[src/rtl/mlre_pkg.sv]
// Shared types, codes and sizing constants of the mask line run extractor.
package mlre_pkg;

  // Line sizing and stencil half width
  localparam int MAX_LINE   = 1024;
  localparam int HALF_ORDER = 2;

  // Interior position counter holds 0..MAX_LINE; run indices hold 0..MAX_LINE-1
  localparam int POS_W  = $clog2(MAX_LINE + 1);
  localparam int IDX_W  = $clog2(MAX_LINE);
  // Non-hole span, ghost extension included
  localparam int SPAN_W = $clog2(MAX_LINE + HALF_ORDER + 1);

  // Grid index width of the register and the result fields
  localparam int GRID_W = 12;

  // Result buffer; depth is a power of two
  localparam int RES_DEPTH = 8;
  localparam int RES_PTR_W = $clog2(RES_DEPTH);
  localparam int RES_CNT_W = $clog2(RES_DEPTH + 1);

  // Configuration port
  localparam int CFG_DATA_W = 32;
  localparam int CFG_ADDR_W = 3;
  localparam logic REG_INDEX_BASE = 1'b0;

  // Mask classes
  localparam logic [1:0] CLS_HOLE   = 2'd0;
  localparam logic [1:0] CLS_INTERP = 2'd1;
  localparam logic [1:0] CLS_DISC   = 2'd2;

  // Point roles
  localparam logic [1:0] ROLE_LEAD  = 2'd0;
  localparam logic [1:0] ROLE_INT   = 2'd1;
  localparam logic [1:0] ROLE_TRAIL = 2'd2;

  // Run kinds
  localparam logic [1:0] KIND_DISC    = 2'd0;
  localparam logic [1:0] KIND_NONHOLE = 2'd1;
  localparam logic [1:0] KIND_HOLE    = 2'd2;

  // Run status
  localparam logic [1:0] ST_OK         = 2'd0;
  localparam logic [1:0] ST_FEW_PHYS   = 2'd1;
  localparam logic [1:0] ST_FEW_VALID  = 2'd2;

  // Line phase
  typedef enum logic [2:0] {
    PH_LEAD  = 3'b001,
    PH_INT   = 3'b010,
    PH_TRAIL = 3'b100
  } phase_t;

  typedef struct packed {
    logic [1:0] mask_class;
    logic [1:0] point_role;
    logic       end_of_line;
  } in_word_t;

  typedef struct packed {
    logic [1:0]               run_kind;
    logic signed [GRID_W-1:0] run_first;
    logic signed [GRID_W-1:0] run_final;
    logic [1:0]               status;
    logic                     last_of_item;
  } out_word_t;

endpackage

[src/rtl/mask_line_run_extractor_core.sv]
// Top level of the mask line run extractor: run detection and result buffer.
//
// The block takes one grid line of mask points, one word per point: leading
// ghost points, the interior points, then trailing ghost points, the last word
// of the line carrying end_of_line. Over the interior points it reports every
// maximal run of discretisation points (kind 0), of non-hole points (kind 1)
// and of hole points (kind 2) as grid indices index_base + position, wrapped
// to 12 bits. A discretisation run with fewer than HALF_ORDER+1 points gets
// status 1; a non-hole run whose span, extended by HALF_ORDER ghost points
// where it touches the line end (else where it starts on the first interior
// point), is below 2*HALF_ORDER+1 and that holds a discretisation point, ghost
// points included, gets status 2. One input word causes zero, one or two
// result words; the last of them carries last_of_item, and within a word the
// order is discretisation, non-hole, hole, except at the line end where the
// non-hole run comes last. Timing: an input word is registered at acceptance
// and resolved from that register; its results enter an eight-entry result
// buffer at the following edge, and out_data shows the oldest buffered word.
// in_ready is taken straight from registers and stays high while the buffer
// can absorb two more words per word in flight, so one input word per cycle
// is accepted as long as the result port keeps up with the results; the
// result port moves one word per cycle. index_base is written over the APB
// port at byte address 0; the user must write it only while the block is
// idle, and the block itself does not enforce this. No clearing pass runs
// after reset.
module mask_line_run_extractor_core (
  input  logic                                clk,
  input  logic                                rst_n,
  // input words
  input  logic                                in_valid,
  output logic                                in_ready,
  input  mlre_pkg::in_word_t                  in_data,
  // result words
  output logic                                out_valid,
  input  logic                                out_ready,
  output mlre_pkg::out_word_t                 out_data,
  // configuration
  input  logic                                psel,
  input  logic                                penable,
  input  logic                                pwrite,
  input  logic [mlre_pkg::CFG_ADDR_W-1:0]     paddr,
  input  logic [mlre_pkg::CFG_DATA_W-1:0]     pwdata,
  output logic [mlre_pkg::CFG_DATA_W-1:0]     prdata,
  output logic                                pready
);

  localparam int IDX_W  = mlre_pkg::IDX_W;
  localparam int POS_W  = mlre_pkg::POS_W;
  localparam int SPAN_W = mlre_pkg::SPAN_W;
  localparam int GRID_W = mlre_pkg::GRID_W;
  localparam int PTR_W  = mlre_pkg::RES_PTR_W;
  localparam int CNT_W  = mlre_pkg::RES_CNT_W;

  // ---------------------------------------------------------------------------
  // Configuration register
  // ---------------------------------------------------------------------------
  logic [GRID_W-1:0] index_base_r;
  logic              cfg_wr;

  assign pready = 1'b1;
  assign cfg_wr = psel & penable & pwrite & pready;

  always_ff @(posedge clk) begin
    if (!rst_n) begin
      index_base_r <= '0;
    end else if (cfg_wr && (paddr[2] == mlre_pkg::REG_INDEX_BASE)) begin
      index_base_r <= pwdata[GRID_W-1:0];
    end
  end

  // Sign-extend the register on read; other addresses read as zero
  always_comb begin
    if (paddr[2] == mlre_pkg::REG_INDEX_BASE) begin
      prdata = {{(mlre_pkg::CFG_DATA_W-GRID_W){index_base_r[GRID_W-1]}}, index_base_r};
    end else begin
      prdata = '0;
    end
  end

  // ---------------------------------------------------------------------------
  // Input register
  // ---------------------------------------------------------------------------
  logic               in_acc;
  logic               stage_v_r;
  mlre_pkg::in_word_t stage_r;
  logic [CNT_W-1:0]   count_r;

  assign in_acc = in_valid & in_ready;

  // Hold off input while the buffer could not take two words for the word in
  // the stage plus two for the new one
  assign in_ready = (count_r + (stage_v_r ? CNT_W'(2) : CNT_W'(0)))
                    <= CNT_W'(mlre_pkg::RES_DEPTH - 2);

  always_ff @(posedge clk) begin
    if (!rst_n) begin
      stage_v_r <= 1'b0;
    end else begin
      stage_v_r <= in_acc;
    end
  end

  always_ff @(posedge clk) begin
    if (in_acc) begin
      stage_r <= in_data;
    end
  end

  // ---------------------------------------------------------------------------
  // Line state
  // ---------------------------------------------------------------------------
  mlre_pkg::phase_t phase_r,      phase_nxt;
  logic [POS_W-1:0] pos_r,        pos_nxt;
  logic [1:0]       prev_r,       prev_nxt;
  logic [IDX_W-1:0] disc_start_r, disc_start_nxt;
  logic [IDX_W-1:0] nh_start_r,   nh_start_nxt;
  logic [IDX_W-1:0] hole_start_r, hole_start_nxt;
  logic             nh_disc_r,    nh_disc_nxt;
  logic             lead_gd_r,    lead_gd_nxt;
  logic             trail_gd_r,   trail_gd_nxt;
  logic             pend_r,       pend_nxt;

  // Grid index of a line position
  function automatic logic [GRID_W-1:0] grid_idx(input logic [GRID_W-1:0] base,
                                                 input logic [IDX_W-1:0]  p);
    grid_idx = base + GRID_W'(p);
  endfunction

  function automatic logic [1:0] disc_status(input logic [IDX_W-1:0] first,
                                             input logic [IDX_W-1:0] final_p);
    logic [IDX_W-1:0] diff;
    diff = final_p - first;
    disc_status = (diff < IDX_W'(mlre_pkg::HALF_ORDER)) ? mlre_pkg::ST_FEW_PHYS
                                                         : mlre_pkg::ST_OK;
  endfunction

  function automatic logic [1:0] nh_status(input logic [IDX_W-1:0] first,
                                           input logic [IDX_W-1:0] final_p,
                                           input logic             at_end,
                                           input logic             has_disc,
                                           input logic             lead_gd,
                                           input logic             trail_gd);
    logic [SPAN_W-1:0] span;
    logic              any;
    span = SPAN_W'(final_p) - SPAN_W'(first) + SPAN_W'(1);
    any  = has_disc;
    if (at_end) begin
      span = span + SPAN_W'(mlre_pkg::HALF_ORDER);
      any  = any | trail_gd;
    end else if (first == '0) begin
      span = span + SPAN_W'(mlre_pkg::HALF_ORDER);
      any  = any | lead_gd;
    end
    nh_status = ((span < SPAN_W'(2 * mlre_pkg::HALF_ORDER + 1)) && any)
                ? mlre_pkg::ST_FEW_VALID : mlre_pkg::ST_OK;
  endfunction

  // Result words of the staged item
  mlre_pkg::out_word_t res [2];
  logic [1:0]          res_n;

  logic [1:0]       cls;
  logic             is_disc, is_hole, eol;
  logic             pc_disc, pc_hole, p_nz;
  logic [IDX_W-1:0] p_idx, last_idx;
  mlre_pkg::phase_t eff_ph;

  assign cls      = stage_r.mask_class;
  assign is_disc  = cls[1];                     // class three counts as discretisation
  assign is_hole  = (cls == mlre_pkg::CLS_HOLE);
  assign eol      = stage_r.end_of_line;
  assign pc_disc  = (prev_r == mlre_pkg::CLS_DISC);
  assign pc_hole  = (prev_r == mlre_pkg::CLS_HOLE);
  assign p_nz     = (pos_r != '0);
  assign p_idx    = pos_r[IDX_W-1:0];
  assign last_idx = p_idx - IDX_W'(1);

  // Effective role: end of line and role three act as trailing ghost, and the
  // phase never steps back
  always_comb begin
    if (eol || stage_r.point_role[1] || (phase_r == mlre_pkg::PH_TRAIL)) begin
      eff_ph = mlre_pkg::PH_TRAIL;
    end else if ((stage_r.point_role == mlre_pkg::ROLE_INT) ||
                 (phase_r == mlre_pkg::PH_INT)) begin
      eff_ph = mlre_pkg::PH_INT;
    end else begin
      eff_ph = mlre_pkg::PH_LEAD;
    end
  end

  always_comb begin
    phase_nxt      = phase_r;
    pos_nxt        = pos_r;
    prev_nxt       = prev_r;
    disc_start_nxt = disc_start_r;
    nh_start_nxt   = nh_start_r;
    hole_start_nxt = hole_start_r;
    nh_disc_nxt    = nh_disc_r;
    lead_gd_nxt    = lead_gd_r;
    trail_gd_nxt   = trail_gd_r;
    pend_nxt       = pend_r;
    res_n          = 2'd0;
    for (int i = 0; i < 2; i++) begin
      res[i] = '0;
    end

    unique case (eff_ph)
      mlre_pkg::PH_LEAD: begin
        phase_nxt = mlre_pkg::PH_LEAD;
        if (is_disc) begin
          lead_gd_nxt = 1'b1;
        end
      end

      mlre_pkg::PH_INT: begin
        phase_nxt = mlre_pkg::PH_INT;
        // drop points beyond the line capacity
        if (pos_r < POS_W'(mlre_pkg::MAX_LINE)) begin
          if (p_nz && pc_disc && !is_disc) begin
            res[res_n[0]] = '{mlre_pkg::KIND_DISC,
                              grid_idx(index_base_r, disc_start_r),
                              grid_idx(index_base_r, last_idx),
                              disc_status(disc_start_r, last_idx), 1'b0};
            res_n = res_n + 2'd1;
          end
          if (p_nz && !pc_hole && is_hole) begin
            res[res_n[0]] = '{mlre_pkg::KIND_NONHOLE,
                              grid_idx(index_base_r, nh_start_r),
                              grid_idx(index_base_r, last_idx),
                              nh_status(nh_start_r, last_idx, 1'b0, nh_disc_r,
                                        lead_gd_r, trail_gd_r), 1'b0};
            res_n = res_n + 2'd1;
          end
          if (p_nz && pc_hole && !is_hole) begin
            res[res_n[0]] = '{mlre_pkg::KIND_HOLE,
                              grid_idx(index_base_r, hole_start_r),
                              grid_idx(index_base_r, last_idx),
                              mlre_pkg::ST_OK, 1'b0};
            res_n = res_n + 2'd1;
          end
          if (is_disc && (!p_nz || !pc_disc)) begin
            disc_start_nxt = p_idx;
          end
          if (!is_hole && (!p_nz || pc_hole)) begin
            nh_start_nxt = p_idx;
            nh_disc_nxt  = 1'b0;
          end
          if (is_hole && (!p_nz || !pc_hole)) begin
            hole_start_nxt = p_idx;
          end
          if (is_disc) begin
            nh_disc_nxt = 1'b1;
          end
          prev_nxt = is_disc ? mlre_pkg::CLS_DISC : cls;
          pos_nxt  = pos_r + POS_W'(1);
        end
      end

      mlre_pkg::PH_TRAIL: begin
        // close the open discretisation and hole runs on the first trailing ghost
        if (phase_r != mlre_pkg::PH_TRAIL) begin
          phase_nxt = mlre_pkg::PH_TRAIL;
          if (p_nz) begin
            if (pc_disc) begin
              res[res_n[0]] = '{mlre_pkg::KIND_DISC,
                                grid_idx(index_base_r, disc_start_r),
                                grid_idx(index_base_r, last_idx),
                                disc_status(disc_start_r, last_idx), 1'b0};
              res_n = res_n + 2'd1;
            end
            if (pc_hole) begin
              res[res_n[0]] = '{mlre_pkg::KIND_HOLE,
                                grid_idx(index_base_r, hole_start_r),
                                grid_idx(index_base_r, last_idx),
                                mlre_pkg::ST_OK, 1'b0};
              res_n = res_n + 2'd1;
            end else begin
              pend_nxt = 1'b1;
            end
          end
        end
        if (is_disc) begin
          trail_gd_nxt = 1'b1;
        end
        if (eol) begin
          // the non-hole run at the line end sees this word's ghost class
          if (pend_nxt && p_nz) begin
            res[res_n[0]] = '{mlre_pkg::KIND_NONHOLE,
                              grid_idx(index_base_r, nh_start_r),
                              grid_idx(index_base_r, last_idx),
                              nh_status(nh_start_r, last_idx, 1'b1, nh_disc_r,
                                        lead_gd_r, trail_gd_nxt), 1'b0};
            res_n = res_n + 2'd1;
          end
          phase_nxt      = mlre_pkg::PH_LEAD;
          pos_nxt        = '0;
          prev_nxt       = mlre_pkg::CLS_HOLE;
          disc_start_nxt = '0;
          nh_start_nxt   = '0;
          hole_start_nxt = '0;
          nh_disc_nxt    = 1'b0;
          lead_gd_nxt    = 1'b0;
          trail_gd_nxt   = 1'b0;
          pend_nxt       = 1'b0;
        end
      end

      default: begin
        phase_nxt = mlre_pkg::PH_LEAD;
      end
    endcase

    // mark the last word of the item
    if (res_n == 2'd1) begin
      res[0].last_of_item = 1'b1;
    end else if (res_n == 2'd2) begin
      res[1].last_of_item = 1'b1;
    end
  end

  always_ff @(posedge clk) begin
    if (!rst_n) begin
      phase_r      <= mlre_pkg::PH_LEAD;
      pos_r        <= '0;
      prev_r       <= mlre_pkg::CLS_HOLE;
      disc_start_r <= '0;
      nh_start_r   <= '0;
      hole_start_r <= '0;
      nh_disc_r    <= 1'b0;
      lead_gd_r    <= 1'b0;
      trail_gd_r   <= 1'b0;
      pend_r       <= 1'b0;
    end else if (stage_v_r) begin
      phase_r      <= phase_nxt;
      pos_r        <= pos_nxt;
      prev_r       <= prev_nxt;
      disc_start_r <= disc_start_nxt;
      nh_start_r   <= nh_start_nxt;
      hole_start_r <= hole_start_nxt;
      nh_disc_r    <= nh_disc_nxt;
      lead_gd_r    <= lead_gd_nxt;
      trail_gd_r   <= trail_gd_nxt;
      pend_r       <= pend_nxt;
    end
  end

  // ---------------------------------------------------------------------------
  // Result buffer
  // ---------------------------------------------------------------------------
  mlre_pkg::out_word_t buf_mem [mlre_pkg::RES_DEPTH];
  logic [PTR_W-1:0]    wr_ptr_r, rd_ptr_r;
  logic [CNT_W-1:0]    count_nxt;
  logic [1:0]          push_n;
  logic                pop;

  assign push_n    = stage_v_r ? res_n : 2'd0;
  assign out_valid = (count_r != '0);
  assign out_data  = buf_mem[rd_ptr_r];
  assign pop       = out_valid & out_ready;
  assign count_nxt = count_r + CNT_W'(push_n) - CNT_W'(pop);

  always_ff @(posedge clk) begin
    if (push_n != 2'd0) begin
      buf_mem[wr_ptr_r] <= res[0];
    end
    if (push_n == 2'd2) begin
      buf_mem[wr_ptr_r + PTR_W'(1)] <= res[1];
    end
  end

  always_ff @(posedge clk) begin
    if (!rst_n) begin
      wr_ptr_r <= '0;
      rd_ptr_r <= '0;
      count_r  <= '0;
    end else begin
      wr_ptr_r <= wr_ptr_r + PTR_W'(push_n);
      rd_ptr_r <= rd_ptr_r + PTR_W'(pop);
      count_r  <= count_nxt;
    end
  end

  // ---------------------------------------------------------------------------
  // Assertions
  // ---------------------------------------------------------------------------
  a_buf_no_overflow: assert property (@(posedge clk) disable iff (!rst_n)
    count_r <= CNT_W'(mlre_pkg::RES_DEPTH))
    else $error("result buffer overflow");

  a_buf_ptr_track: assert property (@(posedge clk) disable iff (!rst_n)
    (wr_ptr_r - rd_ptr_r) == count_r[PTR_W-1:0])
    else $error("result buffer pointers disagree with count");

  a_pos_bound: assert property (@(posedge clk) disable iff (!rst_n)
    pos_r <= POS_W'(mlre_pkg::MAX_LINE))
    else $error("line position beyond capacity");

  a_eol_clears: assert property (@(posedge clk) disable iff (!rst_n)
    (stage_v_r && eol) |=> ((pos_r == '0) && (phase_r == mlre_pkg::PH_LEAD) && !pend_r))
    else $error("line state not cleared after end of line");

endmodule
[config.mk]
export PLATFORM = sky130hd
export DESIGN_NAME = mask_line_run_extractor_core
export DESIGN_NICKNAME = d
export VERILOG_FILES = /design/src/rtl/mlre_pkg.sv /design/src/rtl/mask_line_run_extractor_core.sv
export SDC_FILE = /design/constraint.sdc
export NUM_CORES = 1
export LEC_CHECK = 0
export BUFFER_PORTS_ARGS = -buffer_cell sky130_fd_sc_hd__buf_4
export CAP_MARGIN = 20
export CORE_MARGIN = 3
export CORE_UTILIZATION = 35
export DETAILED_ROUTE_END_ITERATION = 16
export PLACE_DENSITY = 0.48
export RECOVER_POWER = 100
export SETUP_SLACK_MARGIN = 0.02
export SYNTH_ARGS = -nofsm -noshare
export SYNTH_HDL_FRONTEND = slang
export SYNTH_SLANG_ARGS = --single-unit
[constraint.sdc]
create_clock -name clk -period 15.5 [get_ports clk]
set_clock_uncertainty 0.2 [all_clocks]
set_input_delay 1.55 -clock clk [delete_from_list [all_inputs] [get_ports clk]]
set_output_delay 1.55 -clock clk [all_outputs]
set_load 0.05 [all_outputs]
# After elaboration in Yosys (flattened, before gate mapping)
# Memory sizes are Yosys's and may differ from the RTL's. A register that Yosys moved wholly into a read port is not among the register bits.
# Cells that the tools add are included.
[op_classes] addsub=20 magnitude_cmp=13 eq_ne=19 mux=115 bitwise_logic=11 n_reduce_logical=44
[ops] cell="$mux 58" n=11
[ops] cell="$mux 29" n=9
[ops] cell="$bwmux 58" n=4
[ops] cell="$demux 29 s1" n=4
[ops] cell="$pmux 58 s2" n=1
[ops] cell="$mux 11" n=9
[ops] cell="$mux 10" n=7
[ops] cell="$pmux 10 s2" n=3
[ops] cell="$mux 27" n=2
[ops] cell="$add 12x10->12" n=4
[ops] cell="$mux 2" n=24
[ops] cell="$mux 32" n=1
[ops] cell="$mux 1" n=30
[ops] cell="$add 11x1->11 const B" n=2
[ops] cell="$lt 11x3->1 const B" n=2
[ops] cell="$pmux 11 s2" n=1
[ops] cell="$reduce_and 5->1" n=4
[ops] cell="$logic_and 1x1->1" n=17
[ops] cell="$mux 3" n=4
[ops] cell="$ne 2x2->1 const B" n=6
[ops] cell="$add 11x2->11 const B" n=1
[ops] cell="$lt 11x11->1 const B" n=1
[ops] cell="$reduce_bool 11->1" n=1
[ops] cell="$sub 10x10->11" n=1
[ops] cell="33 further kinds" n=73
[word_totals] register_bits=78 ram_bits=232 input_bits=47 wordCells=241 memories=1
[memory_table] name="buf_mem" words=8 width=29 rd=1 rd_ports_with_merged_regs=1 wr=2 line_no="mask_line_run_extractor_core.sv:349" text="mlre_pkg::out_word_t buf_mem [mlre_pkg::RES_DEPTH];"

# Depth between registers and ports, before layout
[logic_depth] ltp_word=22 mapped_depth=21

# Worst setup path before layout
# No wires, ideal clock.
[synth_path] path_type="register to register" start="register pos_r[3]" end="memory buf_mem[0][0] (netlist bit), enable pin" t_arrival_ps=5237 required_ps=14838 path_slack_ps=9602 path_stages_with_launch=12 period_less_slack_ps=5898 cell_sequence="dfxtp_1 > buf_2 > or3_4 > or4_4 > buf_6 > and3_1 > ha_1 > or4_1 > a21o_1 > a21boi_2 > o21ai_0 > o32ai_1"
[synth_rtl] element="start: declaration" line_no="mask_line_run_extractor_core.sv:112" text="logic [POS_W-1:0] pos_r, pos_nxt;"
[synth_rtl] element="start signal: assignment" line_no="mask_line_run_extractor_core.sv:334" text="pos_r <= pos_nxt;"
[synth_rtl] element="end: declaration" line_no="mask_line_run_extractor_core.sv:349"

==> impl_metrics.tcl <==
set metrics [dict create \
    ioPinCount 111 \
    insertedDiodeCount 0 \
    final_min_period_over_clock_period_pct 64.36 \
    timing.final.crit_period_ns 9.976 \
    yosys.area.top_type "edfxtp_1" \
    postSynthRegisterBits 310 \
    number_of_synthesized_flops_with_an_enable_pin 237 \
    most_used_standard_cell_by_instance_count_after_synthesis "edfxtp_1" \
    synth.top_cells.by_area "edfxtp_1 (37%), mux2i_1 (11%), dfxtp_1 (7.7%), mux4_2 (6.9%), ha_1 (6.1%)" \
    power_density_nw_per_um2 110.8 \
    final_slew_viol_count 503 \
    grtUsageTotal_pct 19.32 \
    timing.rr.end "buf_mem[1][19]" \
    floorplan.die_area_um2 57250 \
    maxCapViolCount 19 \
    worst_hold_path_type "flip-flop to flip-flop" \
    setup.reg_to_reg.worst_slack_ns 5.52 \
    cts.root.buffer_cell "clkbuf_16" \
    hold_depth 2 \
    most_common_library_cells_after_synthesis "edfxtp_1 (237), mux2i_1 (212), nor2_1 (108), nand2_1 (107), ha_1 (93)" \
    die_height_um 239.3 \
    critPathArrivalTime_ns 9.93 \
    failed_checks "capacitance limit, slew limit" \
    peak_supply_drop_mv 0.07018 \
    cts_hold_buffers 0 \
    globalplace.congestion 0.8534 \
    detail_route.wirelength_um 55350 \
    initial_core_utilization_pct 35.81 \
    core.rowCount 84 \
    nets 1838 \
    cts.sinks 310 \
    worstSetupEndpointType "flip-flop" \
    r2r_start "pos_r[0]" \
    mappedNetlistArea_um2 19050 \
    die_x_um 239.3 \
    postSynth.asyncResetShare_pct 0 \
    total_area_of_multi_input_combinational_cells_um2 9657 \
    hold-path-endpoint "trail_gd_r" \
    critPathMaxFanout 18 \
    yosys_warns 0 \
    htree_levels 2 \
    regArea_um2 8581 \
    power.leakage_nw 8.150 \
    post_synth_num_cell_types 80 \
    dominantRegCellSynth "edfxtp_1" \
    hold_path.startpoint "trail_gd_r" \
    post_drt_wl_per_cell_um 23.02 \
    design_area_um2 21060 \
    drt-vias-per-instance 5.413 \
    required_ns 15.45 \
    route.vias.total 13010 \
    dr.pass1.iters 5 \
    first_global_vias 13280 \
    max_freq_mhz 100.2 \
    synth_largest_type_area_fraction_pct 37.37 \
    cts.clk_slew.worst_paths_ns 0.06 \
    ant_nets 0 \
    cts.repair.resized 0 \
    drt_first_iter_violations 866 \
    unrepaired_setup_endpoints_after_global_routing "false" \
    r2r_cells 18 \
    criticalPathCategory "flip-flop to flip-flop" \
    cts_inserted_buffers 37 \
    synth_fp_nets 1787 \
    syn_to_final_growth_pct 10.55 \
    cts_buffer_depth 3 \
    syn-mean-instance-area_um2 11.62 \
    cts.repair_timing.setup_buffer_count 0 \
    post-layout-total-power_w 0.002333 \
    status "finished with violations" \
    dp.cells 2337 \
    tritoncts "built" \
    floorplan.core_area_um2 53180 \
    timing.final.setup_violations 0 \
    final.setup.tns_ns 0 \
    ys_seq_area_share_pct 45.04 \
    max_slew.worst_pin.slew_ns 3.808 \
    finalNonFillerCells 2404 \
    dp_hpwl_um 37840 \
    grt_pass1_wl_um 83400 \
    finalHoldViolCount 0 \
    fillerInstances 5201 \
    proportion_of_layout_cells_with_a_drive_suffix_above_1_pct 12.06 \
    grt_remaining_overflow 0 \
    timing.max_slew.rel_slack_pct -154.8 \
    port_buffers 87 \
    antenna_violations_before_repair 1 \
    postPlaceCellArea_um2 20310 \
    drc 0 \
    insertion_delay_ns 0.55 \
    synth_cells 1639 \
    pin_count_of_the_biggest_net_entering_global_routing 64 \
    critPathLaunchType "flip-flop" \
]
==> cell usage in the layout (no fill, tap or decap), drive strengths merged, types with 8 or more instances in the layout <==
cell	synthesis	layout
clkinv	0	11
mux2	35	35
nand2b	12	12
dfxtp	73	73
nor3	24	24
nor2	110	110
nor2b	55	55
or3	10	10
edfxtp	237	237
mux4	58	58
xnor2	37	37
nand4	8	8
or2	12	12
nand3	36	36
and3	18	18
xor2	28	28
inv	65	64
o22ai	10	10
a21oi	51	51
a21o	20	20
mux2i	212	212
fa	8	8
and2	15	15
a211oi	10	10
ha	93	93
a22oi	21	21
o21ai	52	52
o21a	10	10
nand2	107	107
a21boi	25	25
buf	54	34
clkbuf	47	128
o31ai	10	10
==> power breakdown <==
group	total, W	internal, W	switching (W)
Sequential	0.000945	0.000903	0.0000424
Combinational	0.000551	0.000224	0.000327
Clock	0.000838	0.000483	0.000354
Total	0.00233	0.00161	0.000723
==> state kept, by name (all words and copies together), names as in the netlist <==
name / cells
eol: 1
disc_start_r: 10
stage_v_r: 1
buf_mem: 232
pos_r: 11
stage_r: 2
lead_gd_r: 1
pend_r: 1
trail_gd_r: 1
nh_start_r: 10
rd_ptr_r: 3
hole_start_r: 10
cls: 2
count_r: 4
phase_r: 3
index_base_r: 12
wr_ptr_r: 3
nh_disc_r: 1
prev_r: 2
==> cells by family (layout without fill, tap and decap cells) <==
group | Yosys count | in the layout | synth area share [%]
adders and majority gates | 101 | 101 | 6.950
buffers and inverters | 166 | 243 | 4.244
muxes | 305 | 305 | 20.07
DFF | 310 | 310 | 45.04
AOI/OAI and AO/OA | 261 | 261 | 9.171
and+or+nand+nor | 430 | 430 | 11.52
other | 1 | 1 | 0.01969
xor gates and xnor gates | 65 | 65 | 2.989
==> per-stage QoR <==
| stage | setup slack [ns] | hold slack, ns | utilization [%] |
|---|---|---|---|
| after global placement | 9.741 | 0.2676 | 38.18 |
| after CTS | 9.663 | 0.2807 | 40.31 |
| after floorplan | 9.602 | 0.2369 | - |
| after global routing | 4.845 | 0.3468 | 39.59 |
| after detailed placement | 9.690 | 0.2635 | 38.18 |
| final | 5.524 | 0.2770 | 39.59 |
==> critical path, stage by stage, from the launching register on <==
cell and delay, ns:
dfxtp_1 0.46, inv_1 0.18, ha_1 0.28, nand2b_1 0.19, or4_1 0.33, nand2_1 0.13
or2_0 0.40, inv_1 0.43, ha_1 0.26, a21oi_1 0.05, a211o_1 0.30, a21boi_0 0.44
clkinv_1 0.25, or3_1 0.52, nor3_4 0.16, clkbuf_1 1.20, clkinvlp_2 1.35, o21ai_0 1.41
clkbuf_1 1.03
==> worst max-delay path by stage <==
stage | start | to | slack [ns] | cells past startpoint
2_1_floorplan | pos_r[3] | buf_mem[0][0] | 9.60 | 11
3_3_place_gp | pos_r[0] | buf_mem[4][17] | 9.74 | 15
3_5_place_dp | pos_r[0] | buf_mem[1][22] | 9.69 | 16
4_1_cts | pos_r[0] | buf_mem[1][23] | 9.66 | 16
5_1_grt | pos_r[0] | buf_mem[1][23] | 4.84 | 18
6_report | pos_r[0] | buf_mem[1][19] | 5.52 | 18
==> metal layers <==
metal	routed length, um	track usage [%]	up-vias
met1	25430	26.19	6495
li1	-	-	6222
met2	26780	32.94	222
met4	1099	4.343	2
met5	13	0	-
met3	2020	2.694	72
==> area by class of cell <==
class                      count  share of cell area (%)
multi-input combinational   1163                   45.86
sequential                   310                   40.75
clock buffer                  49                   4.706
tap                          688                   4.088
timing repair buffer         113                   2.763
inverter                      65                   1.171
clock inverter                16                  0.6537
(Power assumes the default switching activity.)
